===== src/sv/pid_pkg.sv =====
// ----------------------------------------------------------------------------
// pid_pkg
// Shared types, codes and constants of the paletted icon pixel decoder.
// ----------------------------------------------------------------------------
package pid_pkg;

    localparam int PaletteEntries = 16;
    localparam int ColourW        = 15;

    typedef enum logic [1:0] {
        MODE_PALETTE = 2'd0,
        MODE_BYTE    = 2'd1,
        MODE_RESTART = 2'd2,
        MODE_NONE    = 2'd3
    } mode_t;

    typedef enum logic {
        FMT_PAL4 = 1'b0,
        FMT_MONO = 1'b1
    } icon_fmt_t;

    typedef struct packed {
        logic [4:0] pixel_x;
        logic [4:0] pixel_y;
        logic [7:0] red;
        logic [7:0] green;
        logic [7:0] blue;
        logic       mono_ink;
        logic       last_of_item;
    } pixel_t;

    // floor(c * 8.2258) for a 5-bit channel
    localparam logic [7:0] EXPAND5 [32] = '{
        8'd0,   8'd8,   8'd16,  8'd24,  8'd32,  8'd41,  8'd49,  8'd57,
        8'd65,  8'd74,  8'd82,  8'd90,  8'd98,  8'd106, 8'd115, 8'd123,
        8'd131, 8'd139, 8'd148, 8'd156, 8'd164, 8'd172, 8'd180, 8'd189,
        8'd197, 8'd205, 8'd213, 8'd222, 8'd230, 8'd238, 8'd246, 8'd254
    };

endpackage


===== src/sv/paletted_icon_pixel_decoder.sv =====
// ----------------------------------------------------------------------------
// paletted_icon_pixel_decoder
// Turns packed save-icon bytes into a stream of pixels.
//
// Input channel s_*: one word per item. Mode palette writes a BGR555 word
// into the colour table, mode restart clears the pixel position, mode image
// byte yields two palette pixels (4bpp) or eight mono pixels (1bpp), as
// chosen by the icon_format register on cfg_wr_en / cfg_wr_data.
// Output channel m_*: one word per pixel, last_of_item on the final pixel
// of each byte. Palette and restart words yield nothing.
// Each byte is registered in the stepper, and each pixel then passes through
// the result register. Throughput is one pixel per cycle while m_ready does
// not stall, set by the single pixel stepper.
// The next word is taken in the cycle the last pixel of a byte leaves the
// stepper. A stall on m_ready holds the result register and then the
// stepper and the input. Reset clears position, format and valids; the
// colour table is undefined until written.
// ----------------------------------------------------------------------------
module paletted_icon_pixel_decoder #(
    parameter int PALETTE_ENTRIES = pid_pkg::PaletteEntries
) (
    input  logic        aclk,
    input  logic        aresetn,
    input  logic        cfg_wr_en,
    input  logic        cfg_wr_data,
    input  logic        s_valid,
    output logic        s_ready,
    input  logic [1:0]  s_mode,
    input  logic [3:0]  s_palette_index,
    input  logic [15:0] s_palette_color,
    input  logic [7:0]  s_image_byte,
    output logic        m_valid,
    input  logic        m_ready,
    output logic [4:0]  m_pixel_x,
    output logic [4:0]  m_pixel_y,
    output logic [7:0]  m_red,
    output logic [7:0]  m_green,
    output logic [7:0]  m_blue,
    output logic        m_mono_ink,
    output logic        m_last_of_item
);

    logic                         icon_format_reg;
    logic                         accept;
    logic                         out_free;
    logic                         pix_valid;
    logic [3:0]                   lut_index;
    logic [pid_pkg::ColourW-1:0]  lut_rgb;
    pid_pkg::pixel_t              pix;
    pid_pkg::pixel_t              m_pix;

    assign accept = s_valid && s_ready;

    always_ff @(posedge aclk) begin
        if (!aresetn) begin
            icon_format_reg <= pid_pkg::FMT_PAL4;
        end else if (cfg_wr_en) begin
            icon_format_reg <= cfg_wr_data;
        end
    end

    pid_colour_table #(
        .PALETTE_ENTRIES (PALETTE_ENTRIES)
    ) u_table (
        .aclk     (aclk),
        .wr_en    (accept && (pid_pkg::mode_t'(s_mode) == pid_pkg::MODE_PALETTE)),
        .wr_index (s_palette_index),
        .wr_data  (s_palette_color[pid_pkg::ColourW-1:0]),
        .rd_index (lut_index),
        .rd_data  (lut_rgb)
    );

    pid_pixel_gen u_gen (
        .aclk        (aclk),
        .aresetn     (aresetn),
        .icon_format (icon_format_reg),
        .in_accept   (accept),
        .in_mode     (s_mode),
        .in_byte     (s_image_byte),
        .out_free    (out_free),
        .in_ready    (s_ready),
        .lut_index   (lut_index),
        .lut_rgb     (lut_rgb),
        .pix_valid   (pix_valid),
        .pix         (pix)
    );

    pid_out_reg u_out (
        .aclk     (aclk),
        .aresetn  (aresetn),
        .in_valid (pix_valid),
        .in_pix   (pix),
        .in_free  (out_free),
        .m_valid  (m_valid),
        .m_ready  (m_ready),
        .m_pix    (m_pix)
    );

    assign m_pixel_x      = m_pix.pixel_x;
    assign m_pixel_y      = m_pix.pixel_y;
    assign m_red          = m_pix.red;
    assign m_green        = m_pix.green;
    assign m_blue         = m_pix.blue;
    assign m_mono_ink     = m_pix.mono_ink;
    assign m_last_of_item = m_pix.last_of_item;

endmodule


===== src/sv/pid_colour_table.sv =====
// ----------------------------------------------------------------------------
// pid_colour_table
// BGR555 colour table, one write port, one combinational lookup.
// ----------------------------------------------------------------------------
module pid_colour_table #(
    parameter int PALETTE_ENTRIES = pid_pkg::PaletteEntries
) (
    input  logic                         aclk,
    input  logic                         wr_en,
    input  logic [3:0]                   wr_index,
    input  logic [pid_pkg::ColourW-1:0]  wr_data,
    input  logic [3:0]                   rd_index,
    output logic [pid_pkg::ColourW-1:0]  rd_data
);

    localparam int IdxW = (PALETTE_ENTRIES > 1) ? $clog2(PALETTE_ENTRIES) : 1;
    localparam logic [4:0] Depth = 5'(PALETTE_ENTRIES);

    logic [pid_pkg::ColourW-1:0] entry_reg [PALETTE_ENTRIES];

    always_ff @(posedge aclk) begin
        if (wr_en && ({1'b0, wr_index} < Depth)) begin
            entry_reg[wr_index[IdxW-1:0]] <= wr_data;
        end
    end

    always_comb begin
        if ({1'b0, rd_index} < Depth) begin
            rd_data = entry_reg[rd_index[IdxW-1:0]];
        end else begin
            rd_data = '0;
        end
    end

endmodule


===== src/sv/pid_pixel_gen.sv =====
// ----------------------------------------------------------------------------
// pid_pixel_gen
// Holds the current image byte and the pixel position, steps one pixel a cycle while the output register is free.
// ----------------------------------------------------------------------------
module pid_pixel_gen (
    input  logic                         aclk,
    input  logic                         aresetn,
    input  logic                         icon_format,
    input  logic                         in_accept,
    input  logic [1:0]                   in_mode,
    input  logic [7:0]                   in_byte,
    input  logic                         out_free,
    output logic                         in_ready,
    output logic [3:0]                   lut_index,
    input  logic [pid_pkg::ColourW-1:0]  lut_rgb,
    output logic                         pix_valid,
    output pid_pkg::pixel_t              pix
);

    logic        busy_reg, busy_next;
    logic [7:0]  byte_reg, byte_next;
    logic [2:0]  cnt_reg, cnt_next;
    logic [9:0]  pos_reg, pos_next;
    logic [9:0]  pos_adv;
    logic        last;
    logic        emit;
    pid_pkg::mode_t mode;

    assign mode      = pid_pkg::mode_t'(in_mode);
    assign emit      = busy_reg && out_free;
    assign pix_valid = emit;
    assign in_ready  = !busy_reg || (emit && last);
    assign lut_index = cnt_reg[0] ? byte_reg[7:4] : byte_reg[3:0];

    always_comb begin
        pix = '0;
        if (icon_format == pid_pkg::FMT_MONO) begin
            last             = (cnt_reg == 3'd7);
            pix.pixel_x      = pos_reg[4:0];
            pix.pixel_y      = pos_reg[9:5];
            pix.mono_ink     = ~byte_reg[cnt_reg];
            pos_adv          = pos_reg + 10'd1;
        end else begin
            last             = (cnt_reg == 3'd1);
            pix.pixel_x      = {1'b0, pos_reg[3:0]};
            pix.pixel_y      = {1'b0, pos_reg[7:4]};
            pix.red          = pid_pkg::EXPAND5[lut_rgb[4:0]];
            pix.green        = pid_pkg::EXPAND5[lut_rgb[9:5]];
            pix.blue         = pid_pkg::EXPAND5[lut_rgb[14:10]];
            pos_adv          = {2'b00, pos_reg[7:0] + 8'd1};
        end
        pix.last_of_item = last;
    end

    always_comb begin
        busy_next = busy_reg;
        byte_next = byte_reg;
        cnt_next  = cnt_reg;
        pos_next  = pos_reg;
        if (emit) begin
            pos_next = pos_adv;
            cnt_next = cnt_reg + 3'd1;
            if (last) begin
                busy_next = 1'b0;
            end
        end
        if (in_accept) begin
            case (mode)
                pid_pkg::MODE_BYTE: begin
                    busy_next = 1'b1;
                    byte_next = in_byte;
                    cnt_next  = '0;
                end
                pid_pkg::MODE_RESTART: begin
                    pos_next = '0;
                end
                default: begin
                end
            endcase
        end
    end

    always_ff @(posedge aclk) begin
        byte_reg <= byte_next;
        if (!aresetn) begin
            busy_reg <= 1'b0;
            cnt_reg  <= '0;
            pos_reg  <= '0;
        end else begin
            busy_reg <= busy_next;
            cnt_reg  <= cnt_next;
            pos_reg  <= pos_next;
        end
    end

endmodule


===== src/sv/pid_out_reg.sv =====
// ----------------------------------------------------------------------------
// pid_out_reg
// Result register towards the pixel channel.
// ----------------------------------------------------------------------------
module pid_out_reg (
    input  logic            aclk,
    input  logic            aresetn,
    input  logic            in_valid,
    input  pid_pkg::pixel_t in_pix,
    output logic            in_free,
    output logic            m_valid,
    input  logic            m_ready,
    output pid_pkg::pixel_t m_pix
);

    logic            valid_reg;
    pid_pkg::pixel_t pix_reg;

    assign in_free = !valid_reg || m_ready;
    assign m_valid = valid_reg;
    assign m_pix   = pix_reg;

    always_ff @(posedge aclk) begin
        if (in_valid && in_free) begin
            pix_reg <= in_pix;
        end
        if (!aresetn) begin
            valid_reg <= 1'b0;
        end else if (in_free) begin
            valid_reg <= in_valid;
        end
    end

endmodule


===== config.mk =====
export PLATFORM = sky130hd
export DESIGN_NAME = paletted_icon_pixel_decoder
export DESIGN_NICKNAME = d
export VERILOG_FILES = /design/src/sv/pid_pkg.sv /design/src/sv/paletted_icon_pixel_decoder.sv /design/src/sv/pid_colour_table.sv /design/src/sv/pid_pixel_gen.sv /design/src/sv/pid_out_reg.sv
export SDC_FILE = /design/constraint.sdc
export NUM_CORES = 1
export LEC_CHECK = 0
export ABC_AREA = 1
export BUFFER_PORTS_ARGS = -buffer_cell sky130_fd_sc_hd__buf_2
export CORE_MARGIN = 2
export CORE_UTILIZATION = 40
export DETAILED_ROUTE_END_ITERATION = 6
export HOLD_SLACK_MARGIN = 0.1
export PLACE_DENSITY = 0.63
export SETUP_SLACK_MARGIN = 0.3
export SKIP_CTS_REPAIR_TIMING = 1
export SYNTH_ARGS = -nofsm -noshare
export SYNTH_HDL_FRONTEND = slang
export SYNTH_HIERARCHICAL = 1
export SYNTH_SLANG_ARGS = --single-unit
export TNS_END_PERCENT = 30

===== constraint.sdc =====
create_clock -name aclk -period 4.1 [get_ports aclk]
set_input_delay 0 -clock aclk [delete_from_list [all_inputs] [get_ports aclk]]
set_output_delay 0 -clock aclk [all_outputs]
set_load 0.05 [all_outputs]

Word-level counts from Yosys, hierarchy flattened. Memory sizes are Yosys's and may differ from the RTL's. A register that Yosys moved wholly into a read port is not among the register bits. Index checks and enable logic that the tools add are counted.

Divide/modulo/power cells: 0. Shifts and indexed selects: 0. Bitwise logic cells: 4. Reductions and logical operators: 11. Muxes and demuxes: 18. $lt $le $gt $ge: 1. $mul: 0. Add/sub/neg operators: 3. Equal/unequal tests: 4.

Operators with widths (number): $mux W10 (4); $not A5 Y6 (3); $add A10 B1 Y10 const B (1); $mux W3 (3); $add A8 B1 Y8 const B (1); $mux W1 (8); $mux W4 (2); $logic_and A1 B1 Y1 (5); $lt A3 B4 Y1 const B (1); $add A3 B1 Y3 const B (1); $bmux W1 S3 (1); $eq A3 B1 Y1 const B (1); $eq A3 B3 Y1 const B (1); $eq A2 B1 Y1 const B (1); $eq A2 B2 Y1 const B (1); $logic_not A1 Y1 (2); $logic_not A2 Y1 (1); $logic_or A1 B1 Y1 (2); $reduce_and A2 Y1 (1); $not A1 Y1 (1).

Bits in registers: 36. Memories: 4. Input port bits: 36. Word-level logic and storage cells: 57. RAM bits: 240. ROM bits: 768. Latch bits: 0.

Memory list: (no name shown) (words 32, bits a word 8, read ports 1, clocked after Yosys merged registers in 1, write ports 0, RTL line pid_pixel_gen.sv:47) `pix.red = pid_pkg::EXPAND5[lut_rgb[4:0]];`; (no name shown) (words 32, bits a word 8, read ports 1, clocked after Yosys merged registers in 1, write ports 0, RTL line pid_pixel_gen.sv:48) `pix.green = pid_pkg::EXPAND5[lut_rgb[9:5]];`; (no name shown) (words 32, bits a word 8, read ports 1, clocked after Yosys merged registers in 1, write ports 0, RTL line pid_pixel_gen.sv:49) `pix.blue = pid_pkg::EXPAND5[lut_rgb[14:10]];`; u_table.entry_reg (words 16, bits a word 15, read ports 1, clocked after Yosys merged registers in 0, write ports 1, RTL line pid_colour_table.sv:19) `logic [pid_pkg::ColourW-1:0] entry_reg [PALETTE_ENTRIES];`.

Logic depth before layout (Yosys ltp).
Depth after elaboration: 9. Depth in mapped cells: 18. Depth with buffers taken out: 16.

Modules after synthesis. Netlist, hierarchy kept.

By module, submodules not included: pid_colour_table (seq. area each 7206.9 um2, area each 10311.1 um2, cells an instance 994, instances 1); pid_pixel_gen (seq. area each 520.5 um2, area each 1547.7 um2, cells an instance 239, instances 1); pid_out_reg (seq. area each 1101.1 um2, area each 1132.3 um2, cells an instance 43, instances 1); paletted_icon_pixel_decoder (seq. area each 20.0 um2, area each 58.8 um2, cells an instance 9, instances 1).

Least setup slack after synthesis. No wires, ideal clock.

Path kind: flip-flop to flip-flop. Start: reg u_out.valid_reg, in the netlist u_out/m_valid. End: reg u_out.pix_reg (netlist bit u_out/m_pix[0]) (enable). Cell stages (with the launch flop): 6. Slack: 974 ps. Path buffers: 0. Data required time: 3659 ps. Period minus slack after synthesis: 3126 ps. Arrival: 2684 ps. Path through: dfxtp_1 > nand2_2 > nand2_2 > inv_2 > inv_1 > a21oi_1.

Word-level cells in the longest chain between the ends: 4.

RTL lines: from (decl) (RTL line pid_out_reg.sv:16) `logic valid_reg;`; from (signal assigned) (RTL line pid_out_reg.sv:30) `valid_reg <= in_valid;`; $logic_not A1 Y1 (RTL line pid_out_reg.sv:19) `assign in_free = !valid_reg || m_ready;`; $logic_or A1 B1 Y1 (RTL line pid_out_reg.sv:19); via out_free (RTL line paletted_icon_pixel_decoder.sv:45) `logic out_free;`; $logic_and A1 B1 Y1 (RTL line pid_pixel_gen.sv:30) `assign emit = busy_reg && out_free;`; via pix_valid (RTL line paletted_icon_pixel_decoder.sv:46) `logic pix_valid;`; $logic_and A1 B1 Y1 (RTL line pid_out_reg.sv:24) `if (in_valid && in_free) begin`; to (signal assigned) (RTL line pid_out_reg.sv:25) `pix_reg <= in_pix;`; to (decl) (RTL line pid_out_reg.sv:17) `pid_pkg::pixel_t pix_reg;`.

The timed path passes the listed nets, and every way through them passes these cells. A chain may end at the register's enable or synchronous reset.

Final worst setup path.
Start: reg u_gen.cnt_reg[0]. End: reg u_out/m_pix[10] (netlist name).

Word-level cells in the longest chain between the ends: 3.

RTL lines: from (decl) (RTL line pid_pixel_gen.sv:22) `logic [2:0] cnt_reg, cnt_next;`; from (signal assigned) (RTL line pid_pixel_gen.sv:91) `cnt_reg <= cnt_next;`; $mux W4 (RTL line pid_pixel_gen.sv:33) `assign lut_index = cnt_reg[0] ? byte_reg[7:4] : byte_reg[3:0];`; via lut_index[1] (RTL line paletted_icon_pixel_decoder.sv:47) `logic [3:0] lut_index;`; $mem_v2 Z16 W15; via lut_rgb, one bit (RTL line paletted_icon_pixel_decoder.sv:48) `logic [pid_pkg::ColourW-1:0] lut_rgb;`; $not A5 Y6 (not written as such) (RTL line pid_pixel_gen.sv:48).

The timed path passes the listed nets, and every way through them passes these cells.

==> results_dict.tcl <==
set metrics [dict create \
    status "completed" \
    finClkSkew_ns 0.00939 \
    synth_edf_count 284 \
    r2r_end "u_out/m_pix[10]" \
    crit_required_ns 4.39 \
    netlist.area_leader.share 0.653 \
    worstPathMaxFanout 36 \
    ys_async_sr_fraction 0 \
    worstSkewPairLatency_ns 0.55 \
    fill_cells 2943 \
    yosysSeqAreaShare 0.678 \
    final_cell_area_sq_um 15400 \
    grt_pass1_vias 8252 \
    reg2reg_depth 11 \
    dpl.hpwl_microns 17500 \
    post_dp_cell_area_sq_um 14000 \
    path_clk_slew_ns 0.06 \
    yosys_warnings 6 \
    synth_most_common_cell "nand2_1" \
    h-tree-depth 1 \
    synth_ff_type "edfxtp_1" \
    startpoint "u_gen/cnt_reg[0]" \
    crit_path_start_kind "register" \
    worst_r2r_startpoint "u_gen/cnt_reg[0]" \
    period_share 0.830 \
    synth_top_cell_by_area "edfxtp_1" \
    vias 8957 \
    antenna_found_initial 0 \
    diodes 0 \
    ctsRootBufferMaster "clkbuf_16" \
    core_sq_um 32400 \
    syn-cell-area_sq_um 13100 \
    firstDrtPassIters 6 \
    r2r_slack_ns 0.70 \
    dieArea_sq_um 34100 \
    final-max-slew-violation-count 0 \
    grt_overflow 0 \
    slew_headroom 0.299 \
    nNetsFinal 1433 \
    final_core_util 0.475 \
    yosys-top-cells-count "nand2_1, edfxtp_1, inv_1, nand3_1, nor2_1" \
    grt_usage 0.175 \
    die_h_microns 185 \
    gp_congestion 0.798 \
    finalSetupTns_ns 0 \
    synth.avg_cell_area_sq_um 10.2 \
    min_period_ns 3.40 \
    hold_path.startpoint "s_palette_index[0]" \
    start_util 0.403 \
    drv_cap 0 \
    grt_pass1_wl_microns 45600 \
    first_iter_violations 650 \
    ioPinCount 74 \
    clockBufferDepth 3 \
    critical_path_arrival_ns 3.69 \
    largest_reg_flops 240 \
    finalWorstSetupSlack_ns 0.697 \
    portBuffers 72 \
    setup-violations-final 0 \
    hold_path_class "in -> reg" \
    post-route-drc-count 0 \
    synthCells 1285 \
    synthTopCellsByArea "edfxtp_1, nand2_1, nand3_1" \
    rsz0062_at_grt "false" \
    crit_type "reg -> reg" \
    areaGrowthSynthToFinish_pct 17.8 \
    drive_gt1_frac 0.124 \
    cp-end-kind "register" \
    cts_sinks 300 \
    ys_types 33 \
    totalWireLength_microns 29800 \
    vias_per_cell 4.82 \
    ys_seq_elements 300 \
    power_density_nw_per_um2 438 \
    power_mw 6.73 \
    crit_end "u_out/m_pix[10]" \
    place_ws_ns 0.724 \
    num_rows 66 \
    cts_tree "yes" \
    ir_drop_mv 0.359 \
    hold_viol 0 \
    antenna_left 0 \
    grt_max_degree 121 \
    syn-num-nets 1323 \
    p_leak_nw 6.50 \
    wl_per_cell_microns 16.0 \
    max_freq_mhz 294 \
    cts_buffers 30 \
    tightest_slew_ns 1.05 \
    die_width_microns 185 \
]
cells by family (layout without fill, tap and decap cells):
family	after synthesis	count (layout)	synth area share
fa+ha+maj	2	2	0.00192
xor+xnor	1	1	0.000671
compound gates	54	54	0.0224
buf+inv	291	424	0.0894
simple gates	637	637	0.208
flops	300	300	0.678
cell type report:
type                       count  area [sq um]  share of cell area
sequential                   300          8850               0.576
clock inverter                14           105             0.00684
timing repair buffer         136           986              0.0641
tap                          442           553              0.0360
inverter                     233           876              0.0570
clock buffer                  41           908              0.0591
multi-input combinational    694          3090               0.201
power by group:
| part | total (mW) | internal, mW | leakage [nW] | switching [mW] |
|---|---|---|---|---|
| logic | 0.577 | 0.166 | 3.30 | 0.410 |
| registers | 3.40 | 3.39 | 2.70 | 0.00981 |
| clock network | 2.75 | 1.62 | 0.502 | 1.14 |
critical path, stage by stage (launching register included):
cell and delay [ns]:
dfxtp_1 0.43, o21ai_4 0.83, inv_2 0.50, buf_12 0.33, nand3_1 0.10, nand3_1 0.12, nand3_1 0.10, nand2_1 0.17
inv_1 0.18, o21ai_0 0.10, a21oi_1 0.13, o21ai_0 0.12
cells in the final DEF, fill, tap and decap left out, types with 2 or more instances in the layout:
master	instances
a21oi_1	16
clkinv_2	4
nand3b_1	2
o21ai_1	3
a31oi_1	3
ha_1	2
clkinv_4	3
inv_2	5
buf_2	72
edfxtp_1	284
dlygate4sd3_1	38
clkbuf_16	35
buf_4	22
nor2_2	13
nand2_2	4
o21ai_0	22
and2_1	3
o21ai_4	2
a21o_1	2
clkinv_1	4
inv_1	227
clkbuf_1	5
o21ai_2	3
buf_12	4
nand2_1	371
nor2_1	36
nand4_1	3
dfxtp_1	16
nand3_1	199
inv_4	3
per-stage QoR:
| stage | hold WS (ns) | cells |
|---|---|---|
| 2_1_floorplan | 0.0989 | 1285 |
| 3_5_place_dp | 0.181 | 1767 |
| 4_1_cts | -0.396 | 1822 |
| 6_report | 0.105 | 1860 |
| 3_3_place_gp | 0.181 | 1767 |
| 5_1_grt | 0.119 | 1860 |
routing by layer:
layer / share of wire / routed length (microns) / up-vias / GRT usage
met5: 0 / 0 / - / 0
met4: 0.016 / 463 / 0 / 0.0419
li1: - / - / 4388 / -
met2: 0.47 / 14000 / 287 / 0.285
met3: 0.066 / 1970 / 35 / 0.0294
met1: 0.45 / 13400 / 4247 / 0.246
worst min path at each step:
stage	end	slack, ns	cells after the start
after floorplan	u_gen/byte_reg[0]	0.1	0
after global placement	u_gen/byte_reg[0]	0.18	1
after detailed placement	u_gen/byte_reg[6]	0.18	1
after CTS	u_gen/byte_reg[0]	-0.40	1
after global routing	u_table/entry_reg[3][0]	0.12	3
final	u_table/entry_reg[3][0]	0.10	3
No activity file was read; power rests on OpenSTA's default activity.
